**src/rtl/core/rtad_pkg.sv**
```systemverilog
package rtad_pkg;

    localparam int SUM_W   = 20;
    localparam int PIX_W   = 8;
    localparam int CFG_IDX_W = 2;
    localparam int CFG_W   = 11;
    localparam int QUO_W   = 9;

    localparam int MAX_IMAGE_WIDTH = 1024;
    localparam int MAX_TILE_SIZE   = 64;

    localparam logic [CFG_IDX_W-1:0] REG_IMAGE_WIDTH  = 2'd0;
    localparam logic [CFG_IDX_W-1:0] REG_IMAGE_HEIGHT = 2'd1;
    localparam logic [CFG_IDX_W-1:0] REG_TILE_WIDTH   = 2'd2;
    localparam logic [CFG_IDX_W-1:0] REG_TILE_HEIGHT  = 2'd3;

    typedef enum logic [1:0] {
        ST_IDLE,
        ST_READ,
        ST_DIV,
        ST_OUT
    } state_t;

    typedef struct packed {
        logic [SUM_W-1:0] r;
        logic [SUM_W-1:0] g;
        logic [SUM_W-1:0] b;
    } sum3_t;

    typedef struct packed {
        logic       start;
        logic       busy;
        logic       done;
    } div_ctrl_t;

endpackage

```
**src/rtl/core/rtad_divider.sv**
```systemverilog
module rtad_divider (
    input  logic                   aclk,
    input  logic                   aresetn,
    input  logic                   start,
    input  rtad_pkg::sum3_t        sums,
    input  logic [12:0]            count,
    output rtad_pkg::div_ctrl_t    ctrl,
    output logic [7:0]             mean_r,
    output logic [7:0]             mean_g,
    output logic [7:0]             mean_b
);

    localparam int QW = rtad_pkg::SUM_W;

    logic [QW-1:0] rem_r_reg, rem_g_reg, rem_b_reg;
    logic [QW-1:0] num_r_reg, num_g_reg, num_b_reg;
    logic [4:0]    bit_reg;
    logic          busy_reg, done_reg;

    logic [QW-1:0] tr, tg, tb;
    logic [QW:0]   dr, dg, db;

    always_comb begin
        tr = {rem_r_reg[QW-2:0], num_r_reg[QW-1]};
        tg = {rem_g_reg[QW-2:0], num_g_reg[QW-1]};
        tb = {rem_b_reg[QW-2:0], num_b_reg[QW-1]};
        dr = {1'b0, tr} - {{(QW+1-13){1'b0}}, count};
        dg = {1'b0, tg} - {{(QW+1-13){1'b0}}, count};
        db = {1'b0, tb} - {{(QW+1-13){1'b0}}, count};
    end

    always_ff @(posedge aclk) begin
        if (!aresetn) begin
            busy_reg <= 1'b0;
            done_reg <= 1'b0;
            bit_reg  <= '0;
        end else begin
            done_reg <= !start && busy_reg && (bit_reg == '0);
            if (start) begin
                busy_reg  <= 1'b1;
                bit_reg   <= 5'(QW - 1);
                rem_r_reg <= '0;
                rem_g_reg <= '0;
                rem_b_reg <= '0;
                num_r_reg <= sums.r;
                num_g_reg <= sums.g;
                num_b_reg <= sums.b;
            end else if (busy_reg) begin
                rem_r_reg <= dr[QW] ? tr : dr[QW-1:0];
                rem_g_reg <= dg[QW] ? tg : dg[QW-1:0];
                rem_b_reg <= db[QW] ? tb : db[QW-1:0];
                num_r_reg <= {num_r_reg[QW-2:0], ~dr[QW]};
                num_g_reg <= {num_g_reg[QW-2:0], ~dg[QW]};
                num_b_reg <= {num_b_reg[QW-2:0], ~db[QW]};
                if (bit_reg == '0) begin
                    busy_reg <= 1'b0;
                end
                bit_reg <= bit_reg - 5'd1;
            end
        end
    end

    assign ctrl.start = start;
    assign ctrl.busy  = busy_reg;
    assign ctrl.done  = done_reg;
    assign mean_r = (|num_r_reg[QW-1:8]) ? 8'hFF : num_r_reg[7:0];
    assign mean_g = (|num_g_reg[QW-1:8]) ? 8'hFF : num_g_reg[7:0];
    assign mean_b = (|num_b_reg[QW-1:8]) ? 8'hFF : num_b_reg[7:0];

endmodule

```
**config.mk**
```make
export PLATFORM = sky130hd
export DESIGN_NAME = rtad_divider
export DESIGN_NICKNAME = d
export VERILOG_FILES = /design/src/rtl/core/rtad_pkg.sv /design/src/rtl/core/rtad_divider.sv
export SDC_FILE = /design/constraint.sdc
export NUM_CORES = 1
export LEC_CHECK = 0
export BUFFER_PORTS_ARGS = -buffer_cell sky130_fd_sc_hd__buf_2
export CAP_MARGIN = 25
export CELL_PAD_IN_SITES_DETAIL_PLACEMENT = 0
export CELL_PAD_IN_SITES_GLOBAL_PLACEMENT = 1
export CORE_ASPECT_RATIO = 0.7
export CORE_UTILIZATION = 32
export DETAILED_ROUTE_END_ITERATION = 6
export GPL_TIMING_DRIVEN = 0
export PLACE_DENSITY = 0.62
export SLEW_MARGIN = 20
export SYNTH_ARGS = -nofsm -noshare
export SYNTH_HDL_FRONTEND = slang
export SYNTH_SLANG_ARGS = --single-unit
```
**constraint.sdc**
```tcl
create_clock -name aclk -period 4.1 [get_ports aclk]
set_input_delay 0.41 -clock aclk [delete_from_list [all_inputs] [get_ports aclk]]
set_output_delay 0.41 -clock aclk [all_outputs]
set_load 0.03 [all_outputs]
```
Word level (Yosys, flattened, before mapping)
Cells that the tools add are included.

storage, ports and cells
  bits of input ports = 76
  output and inout bits = 27
  bits in registers = 124
  logic and storage cells = 48

cells by class
  add/sub/neg operators = 4
  muxes and demuxes = 20
  reductions and logical operators = 10
  bitwise gates (word level) = 4

operators with widths
  kind                                               count
  two-way mux 20 bit                                 6
  two-way mux 19 bit                                 6
  subtractor 20 x 13 -> 21 bit                       3
  OR reduction 12 bit                                3
  two-way mux 8 bit                                  3
  two-way mux 5 bit                                  2
  logical NOT 5 bit                                  1
  subtractor 5 x 1 -> 5 bit (second input constant)  1
  NOT 1 bit                                          4
  two-way mux 1 bit                                  3
  logical AND 1 bit                                  2
  AND reduction 2 bit                                1
  nonzero test 2 bit                                 1
  OR reduction 2 bit                                 1
  logical NOT 1 bit                                  1

Logic depth before layout (Yosys ltp)
Gate-level depths: netlist of run 1.

  word-level depth = 4
  gate-level depth with buffers = 10
  gate-level depth less buffers = 9

Worst setup path after synthesis of run 1
OpenSTA, ideal clock, no wires.

  path kind = input -> register
  from = input port start
  to = register num_b_reg[0] (enable)
  path buffers = 1
  library setup time = 0.487 ns
  data required time = 3.613 ns
  stages on the path = 2
  setup slack = 0.261 ns
  arrival = 3.352 ns
  cells stage by stage = clkbuf_1 -> o21a_1

between the ends
  cells in the longest elaborated chain, start to end = 2

ends and longest elaborated chain
  element                               line                text
  from (decl)                           rtad_divider.sv:4   input logic start,
  nonzero test 2 bit (no source line)   -
  AND reduction 2 bit (no source line)  -
  to (signal assigned)                  rtad_divider.sv:47  num_b_reg <= sums.b;
  to (signal assigned)                  rtad_divider.sv:54  num_b_reg <= {num_b_reg[QW-2:0], ~db[QW]};
  to (decl)                             rtad_divider.sv:16  logic [QW-1:0] num_r_reg, num_g_reg, num_b_reg;

No other way between the ends.
A chain may end at the register's enable or synchronous reset.

Final worst setup path of run 1
  from = register num_r_reg[19]
  to = register rem_r_reg[13], data pin

between the ends
  cells in the longest elaborated chain, start to end = 3

ends and longest elaborated chain
  element                       line                text
  from (decl)                   rtad_divider.sv:16
  from (signal assigned)        rtad_divider.sv:45  num_r_reg <= sums.r;
  from (signal assigned)        rtad_divider.sv:52  num_r_reg <= {num_r_reg[QW-2:0], ~dr[QW]};
  subtractor 20 x 13 -> 21 bit  rtad_divider.sv:27  dr = {1'b0, tr} - {{(QW+1-13){1'b0}}, count};
  two-way mux 19 bit            rtad_divider.sv:49  rem_r_reg <= dr[QW] ? tr : dr[QW-1:0];
  two-way mux 19 bit            rtad_divider.sv:48  end else if (busy_reg) begin
  to (signal assigned)          rtad_divider.sv:49
  to (decl)                     rtad_divider.sv:15  logic [QW-1:0] rem_r_reg, rem_g_reg, rem_b_reg;

No other way between the ends. The select of a mux whose other input is x is not followed.

==> results.sh, run 1 <==
export IMPL_synth_top_family_by_area="compound AO/OA/AOI/OAI gates"
export IMPL_area_delta_synth_final_pct=19.68
export IMPL_numCtsBuffers=17
export IMPL_cts_buffer_depth=2
export IMPL_drc=0
export IMPL_cts_resized=0
export IMPL_hp_class="primary input to flop"
export IMPL_ios=103
export IMPL_cp_end_kind="flop"
export IMPL_synth_compound_area_share_pct=15.02
export IMPL_grt_usage_pct=17.31
export IMPL_antenna_found_initial=1
export IMPL_first_global_vias=6000
export IMPL_synth_edf_count=117
export IMPL_ant_nets=0
export IMPL_async_flop_share_pct=0
export IMPL_fin_area_mm2=0.009403
export IMPL_crit_path_start_kind="flop"
export IMPL_cap_violations=0
export IMPL_synthAdderAreaFrac_pct=7.135
export IMPL_wire_per_inst_um=17.86
export IMPL_synth_cell_type_count=65
export IMPL_gr_total_overflow=0
export IMPL_synth_xor_area_share_pct=2.676
export IMPL_p_per_area_mw_per_mm2=412.2
export IMPL_finalHoldViolations=0
export IMPL_dieArea_mm2=0.02519
export IMPL_worstPathArrival_ns=3.47
export IMPL_ys_ff_latch=124
export IMPL_tightestPinTransition_ns=0.7697
export IMPL_ctsHoldBuffers=0
export IMPL_initial_core_util_pct=32.91
export IMPL_clk_latency_ns=0.42
export IMPL_ys_seq_area_share_pct=46.50
export IMPL_slowest_stage="edfxtp_1"
export IMPL_die_y_um=133.1
export IMPL_instances_no_fill=1178
export IMPL_io_buffers=102
export IMPL_place_inst=1146
export IMPL_syn_area_mm2=0.007856
export IMPL_cp_max_fo=10
export IMPL_viasPerCell=5.189
export IMPL_max_stage_delay_ns=0.45
export IMPL_total_power_mw=3.876
export IMPL_cts_root_buffer="clkbuf_16"
export IMPL_avgSynthCellArea_um2=10.85
export IMPL_post_dp_hpwl_um=15690
export IMPL_yosysWarnings=0
export IMPL_cp_required_ns=4.27
export IMPL_first_iter_violations=420
export IMPL_drive_gt1_share_pct=28.37
export IMPL_synthCells=724
export IMPL_peakVddDrop_mv=0.3318
export IMPL_fmax_mhz=303.3
export IMPL_finalSetupViolCount=0
export IMPL_synthMuxAreaShare_pct=10.75
export IMPL_relSlewSlack_pct=48.69
export IMPL_crit_chain="inv_1 > ha_1 > fa_1 > nand2b_1 > a21oi_1 > o211ai_1 > and2_1 > clkbuf_1 > a211oi_1 > mux2_2"
export IMPL_numClockSinks=124
export IMPL_fin_setup_tns_ns=0
export IMPL_vias=6113
export IMPL_skew_ns=0.006435
export IMPL_totalWireLength_um=21040
export IMPL_synth_top_flop_cell="edfxtp_1"
export IMPL_clkTransAtPathRegs_ns=0.06
export IMPL_synth_nets=843
export IMPL_fin_crit_sh_pct=80.41
export IMPL_status="finished, final reports clean"
export IMPL_die_x_um=189.3
export IMPL_grt_max_degree=48
export IMPL_placed_area_mm2=0.008820
export IMPL_crit_type="flop to flop"
export IMPL_drtPass1Iterations=5
export IMPL_grt_pass1_wl_um=33420
export IMPL_finalCriticalPeriod_ns=3.297
export IMPL_place_congestion=0.8092
export IMPL_cts_htree_levels=4
export IMPL_slew_violations=0
export IMPL_row_count=47
export IMPL_synth_simple_area_share_pct=15.00
export IMPL_diodes=0
export IMPL_fin_nets=966
export IMPL_cts_tree="done"
export IMPL_coreArea_mm2=0.02388
export IMPL_rsz0062_at_grt="no"
export IMPL_p_leak_nw=3.538
export IMPL_cts_setup_buffers=0
[worst paths after layout]
| check | from | endpoint | slack [ns] | cells after the start |
|---|---|---|---|---|
| max reg2reg | num_r_reg[19] | rem_r_reg[13] | 0.80 | 10 |
| min reg2reg | bit_reg[4] | done_reg | 0.48 | 1 |
| max | num_r_reg[19] | rem_r_reg[13] | 0.80 | 10 |
| min | sums[22] | num_g_reg[2] | 0.29 | 2 |
[final cells by class]
type | instances | area, µm²
well taps | 318 | 397.9
repair buffers | 104 | 558.0
clock buffers | 19 | 432.9
flip-flops and latches | 124 | 3654
inverters | 28 | 105.1
fillers | 2379 | 14470
multi-input cells | 544 | 3981
plain buffers | 28 | 123.9
clock inverters | 13 | 150.1
[report_power, final]
part	switching [mW]	internal (mW)	leakage, nW
Combinational	0.432	0.334	2.08
Clock	0.576	0.948	0.280
Sequential	0.0632	1.52	1.18
Total	1.07	2.80	3.54
[cell usage in the layout, fill, tap and decap left out, types with 13 or more instances in the layout]
master	count
a211oi_1	17
a21oi_1	57
buf_2	105
clkbuf_1	18
clkbuf_16	17
edfxtp_1	117
ha_1	40
inv_1	28
mux2_2	67
nand2_1	31
nand3_1	17
nor2_1	53
nor2b_1	13
nor3_1	13
nor4_1	17
o211ai_1	14
o21ai_0	26
or2_2	28
xnor2_1	13
[cells by family (layout without fill, tap and decap cells)]
family	after synthesis	after routing
compound gates	179	179
buf+inv	56	192
xor+xnor	24	24
simple gates	222	222
flops	124	124
mux	76	76
fa+ha+maj	43	43
[cells in the mapped netlist, types with 14 or more instances]
library cell | instances | area (µm²)
nor2_1 | 53 | 198.9
inv_1 | 28 | 105.1
o21ai_0 | 26 | 130.1
nand3_1 | 17 | 85.08
clkbuf_1 | 16 | 60.06
a21oi_1 | 57 | 285.3
ha_1 | 40 | 500.5
a211oi_1 | 17 | 127.6
nor4_1 | 17 | 106.4
edfxtp_1 | 117 | 3513
mux2_2 | 67 | 754.5
nand2_1 | 31 | 116.4
or2_2 | 28 | 175.2
o211ai_1 | 14 | 105.1
[through the flow]
stage / utilization [%] / worst slack, ns / hold WS [ns]
finish: 39.38 / 0.8032 / 0.2883
global route: 39.38 / 0.6134 / 0.2717
CTS: 39.38 / 0.7980 / 0.2689
detailed placement: 36.94 / 0.6995 / 0.4676
global placement: 36.71 / -1.669 / 0.4690
floorplan: - / 0.2611 / 0.4414
[critical path: cells and delay by family (launching register included)]
kind / cells / cell delay [ns]
AOI/OAI and AO/OA: 3 / 0.87
adders and majority gates: 2 / 0.62
DFF: 1 / 0.45
and+or+nand+nor: 2 / 0.38
muxes: 1 / 0.36
buffers and inverters: 2 / 0.35
[routing by layer]
metal | GRT usage (%) | routed length, µm | vias to the layer above
met5 | 0 | 13 | -
met1 | 27.59 | 11640 | 2942
met4 | 3.674 | 156 | 2
li1 | - | - | 3018
met2 | 23.14 | 8319 | 139
met3 | 4.004 | 913 | 12
No activity file was read; power rests on OpenSTA's default activity.
==> inputs of run 2 (changes only) <==
- clock period: 4.1 -> 3.4 ns (I/O delays scaled with it)
==> results.sh, run 2 (same netlist as run 1, synthesis figures left out) <==
export IMPL_relSlewSlack_pct=49.13
export IMPL_clk_latency_ns=0.43
export IMPL_cts_root_buffer="clkbuf_16"
export IMPL_antenna_found_initial=1
export IMPL_intPower_mw=3.616
export IMPL_p_per_area_mw_per_mm2=522.0
export IMPL_grt_max_degree=51
export IMPL_diodes=0
export IMPL_die_x_um=189.3
export IMPL_fmax_mhz=310.6
export IMPL_seq_power_share_pct=38.5
export IMPL_coreArea_mm2=0.02388
export IMPL_switchingPower_mw=1.343
export IMPL_peakVddDrop_mv=0.3632
export IMPL_gr_usage_met1_pct=27.44
export IMPL_share_comb_of_total_power_pct=18.7
export IMPL_tightestPinTransition_ns=0.7631
export IMPL_drc=0
export IMPL_final_common_cell="edfxtp_1"
export IMPL_cp_max_fo=10
export IMPL_p_leak_nw=3.584
export IMPL_top_usage_layer="met1"
export IMPL_totalWireLength_um=21200
export IMPL_first_global_vias=5889
export IMPL_layout_common_cells="edfxtp_1 (117), buf_2 (105), mux2_2 (67)"
export IMPL_vias=6133
export IMPL_skew_ns=0.009896
export IMPL_rsz0062_at_grt="no"
export IMPL_worstPathArrival_ns=3.40
export IMPL_grt_pass1_wl_um=33400
export IMPL_gr_total_overflow=0
export IMPL_grt_use_met3_pct=4.663
export IMPL_area_delta_synth_final_pct=20.93
export IMPL_numClockSinks=124
export IMPL_die_y_um=133.1
export IMPL_cts_htree_levels=4
export IMPL_slew_violations=0
export IMPL_finalSetupViolCount=0
export IMPL_place_congestion=0.8097
export IMPL_place_inst=1146
export IMPL_cap_violations=0
export IMPL_ios=103
export IMPL_cts_tree="done"
export IMPL_cp_end_kind="flop"
export IMPL_total_power_mw=4.959
export IMPL_wire_per_inst_um=18.00
export IMPL_cts_setup_buffers=0
export IMPL_switching_share_pct=27.08
export IMPL_clkTransAtPathRegs_ns=0.06
export IMPL_drtPass1Iterations=5
export IMPL_fin_crit_sh_pct=94.70
export IMPL_crit_type="flop to flop"
export IMPL_cts_buffer_depth=2
export IMPL_use_met2_pct=23.04
export IMPL_hp_class="primary input to flop"
export IMPL_first_iter_violations=397
export IMPL_dieArea_mm2=0.02519
export IMPL_numCtsBuffers=17
export IMPL_viasPerCell=5.206
export IMPL_ant_nets=0
export IMPL_finalHoldViolations=0
export IMPL_crit_path_start_kind="flop"
export IMPL_fin_nets=966
export IMPL_io_buffers=102
export IMPL_row_count=47
export IMPL_drive_gt1_share_pct=28.60
export IMPL_instances_no_fill=1178
export IMPL_cp_required_ns=3.58
export IMPL_post_dp_hpwl_um=15660
export IMPL_status="finished, final reports clean"
export IMPL_finalCriticalPeriod_ns=3.220
export IMPL_clock_power_share_pct=42.7
export IMPL_grt_usage_pct=17.44
export IMPL_initial_core_util_pct=32.91
## run 2: layout make-up
type	count	area [µm²]
Buffer	28	123.9
Clock inverter	15	244.0
Sequential cell	124	3654
Inverter	28	105.1
Timing Repair Buffer	104	565.5
Fill cell	2385	14380
Tap cell	318	397.9
Multi-Input combinational cell	544	3985
Clock buffer	17	425.4
## run 2: final timing paths
| kind | cells after the start | slack, ns | startpoint | endpoint |
|---|---|---|---|---|
| hold / removal | 2 | 0.21 | sums[35] | num_g_reg[15] |
| setup reg to reg | 10 | 0.18 | num_r_reg[19] | rem_r_reg[13] |
| setup / recovery | 10 | 0.18 | num_r_reg[19] | rem_r_reg[13] |
| hold reg to reg | 1 | 0.49 | bit_reg[4] | done_reg |
## run 2: what timing repair did
action,in CTS,in global routing
hold buffers,0,0
resized for setup,0,1
endpoints found under the setup margin,0,1
## run 2: worst max-delay path, stage by stage (launching register included)
cell and delay (ns):
edfxtp_1 0.45, inv_1 0.08, ha_1 0.21, fa_1 0.40, nand2b_1 0.21, a21oi_2 0.24
o211ai_1 0.16, and2_1 0.20, clkbuf_1 0.29, a211oi_1 0.37, mux2_2 0.37
## run 2: through the flow
step	TNS, ns	util, %	hold slack, ns	worst slack (ns)	cell area, µm²
final	0	39.79	0.2071	0.1802	9500
after global routing	0	39.79	0.1854	0.004316	9500
after CTS	0	39.78	0.1912	0.08023	9497
after floorplan	0	-	0.4414	0.6751	7858
after detailed placement	0	36.97	0.4715	0.07046	8827
after global placement	-44.44	36.72	0.4683	-0.3898	8766
## run 2: layer usage
| layer | wire, µm | share of wire (%) |
|---|---|---|
| met5 | 13 | 0.061 |
| met4 | 180 | 0.85 |
| met1 | 11670 | 55 |
| met2 | 8277 | 39 |
| met3 | 1058 | 5.0 |
## run 2: power groups by stage
stage	clock network [mW]	registers (mW)	logic [mW]
floorplan	0	1.92	0.681
detailed placement	0	1.94	0.920
global route	2.23	1.93	1.04
finish	2.12	1.91	0.929
CTS	2.16	1.91	0.928
global placement	0	1.95	0.911
==> inputs of run 3 (changes only) <==
- CORE_ASPECT_RATIO: 0.7 -> 0.6
==> results.sh, run 3 (same netlist as run 1, synthesis figures left out) <==
export IMPL_status="finished, final reports clean"
export IMPL_slowest_stage="a211oi_1"
export IMPL_io_buffers=102
export IMPL_clkTransAtPathRegs_ns=0.06
export IMPL_fillers=2314
export IMPL_skew_ns=0.009982
export IMPL_initial_core_util_pct=33.34
export IMPL_p_per_area_mw_per_mm2=499.7
export IMPL_use_met2_pct=22.61
export IMPL_grt_max_degree=44
export IMPL_grt_usage_pct=17.61
export IMPL_coreArea_mm2=0.02357
export IMPL_gr_total_overflow=0
export IMPL_crit_family="compound AO/OA/AOI/OAI gates"
export IMPL_cts_root_buffer="clkbuf_16"
export IMPL_place_congestion=0.7977
export IMPL_placed_area_mm2=0.008816
export IMPL_final_util_pct=39.97
export IMPL_fin_setup_tns_ns=0
export IMPL_fin_nets=965
export IMPL_cts_setup_buffers=0
export IMPL_worstPathArrival_ns=3.36
export IMPL_dieArea_mm2=0.02520
export IMPL_total_power_mw=4.707
export IMPL_grt_use_met3_pct=4.428
export IMPL_fin_crit_sh_pct=93.45
export IMPL_row_count=43
export IMPL_cp_end_kind="flop"
export IMPL_first_iter_violations=397
export IMPL_grt_pass1_wl_um=33030
export IMPL_finalHoldViolations=0
export IMPL_die_y_um=123.4
export IMPL_timing_final_ws_setup_ns=0.2226
export IMPL_drc=0
export IMPL_drive_gt1_share_pct=28.17
export IMPL_totalWireLength_um=21390
export IMPL_diodes=0
export IMPL_critPathMostFrequentCell="a211oi_1"
export IMPL_slew_violations=0
export IMPL_vias=6119
export IMPL_hp_class="primary input to flop"
export IMPL_drtPass1Iterations=4
export IMPL_crit_path_start_kind="flop"
export IMPL_regArea_mm2=0.003654
export IMPL_crit_type="flop to flop"
export IMPL_antenna_found_initial=0
export IMPL_die_x_um=204.3
export IMPL_top_usage_layer="met1"
export IMPL_fin_area_mm2=0.009419
export IMPL_worstPathBufferInverterCount=2
export IMPL_clk_latency_ns=0.43
export IMPL_finalCriticalPeriod_ns=3.177
export IMPL_cp_required_ns=3.58
export IMPL_multi_input_area_mm2=0.003985
export IMPL_crit_chain="inv_1 > ha_1 > fa_1 > nand2b_1 > a211oi_1 > o211ai_1 > nand2_1 > buf_2 > nor2_1 > a211oi_1"
export IMPL_numClockSinks=124
export IMPL_finalSetupViolCount=0
export IMPL_area_delta_synth_final_pct=19.89
export IMPL_cp_max_fo=10
export IMPL_first_global_vias=5806
export IMPL_gr_usage_met1_pct=28.25
export IMPL_max_stage_delay_ns=0.43
export IMPL_tightestPinTransition_ns=0.7961
export IMPL_cts_buffer_depth=2
export IMPL_viasPerCell=5.212
export IMPL_ios=103
export IMPL_ant_nets=0
export IMPL_relSlewSlack_pct=46.93
export IMPL_post_dp_hpwl_um=15840
export IMPL_cap_violations=0
export IMPL_p_leak_nw=3.552
export IMPL_cts_tree="done"
export IMPL_wire_per_inst_um=18.22
export IMPL_cts_htree_levels=4
export IMPL_final_common_cell="edfxtp_1"
export IMPL_layout_common_cells="edfxtp_1 (117), buf_2 (105), mux2_2 (67)"
export IMPL_numCtsBuffers=17
export IMPL_pre_cts_ws_ns=0.1393
export IMPL_peakVddDrop_mv=0.3748
export IMPL_fmax_mhz=314.7
export IMPL_rsz0062_at_grt="no"
==> run 3: worst paths after layout <==
path	from	end	slack [ns]	depth (start not counted)
worst max-delay path	num_b_reg[19]	rem_b_reg[11]	0.22	10
worst min-delay path	sums[55]	num_r_reg[15]	0.21	2
worst max register to register	num_b_reg[19]	rem_b_reg[11]	0.22	10
worst min register to register	bit_reg[4]	done_reg	0.48	1
==> run 3: where the power goes <==
part / switching (mW) / internal (mW)
clock network: 0.694 / 1.17
logic: 0.531 / 0.404
registers: 0.0728 / 1.84
total: 1.30 / 3.41
==> run 3: area by class of cell <==
| class | count | area share (%) |
|---|---|---|
| Tap cell | 315 | 4.184 |
| Timing Repair Buffer | 104 | 5.925 |
| Buffer | 27 | 1.275 |
| Clock inverter | 2 | 0.1461 |
| Sequential cell | 124 | 38.79 |
| Multi-Input combinational cell | 544 | 42.31 |
| Inverter | 28 | 1.116 |
| Clock buffer | 30 | 6.257 |
==> run 3: through the flow <==
step	hold WS [ns]	std cells
detailed placement	0.4654	1143
floorplan	0.4414	724
global placement	0.4705	1141
finish	0.2057	1174
global route	0.1927	1174
CTS	0.1969	1175
==> run 3: what timing repair did <==
| item | CTS | global route |
|---|---|---|
| gates resized for setup | 0 | 1 |
| hold buffers | 0 | 0 |
| setup endpoints to repair | 0 | 2 |
==> run 3: layer usage <==
| metal | share of wire (%) | vias to the layer above |
|---|---|---|
| met5 | 0 | - |
| met4 | 0.72 | 0 |
| met3 | 4.8 | 13 |
| met2 | 39 | 120 |
| met1 | 56 | 2959 |
| li1 | - | 3027 |
==> run 3: worst register-to-register path, cell delays in order (launching register included) <==
cell and delay [ns]:
edfxtp_1 0.41, inv_1 0.06, ha_1 0.21, fa_1 0.42, nand2b_1 0.19, a211oi_1 0.43
o211ai_1 0.22, nand2_1 0.25, buf_2 0.30, nor2_1 0.07, a211oi_1 0.39
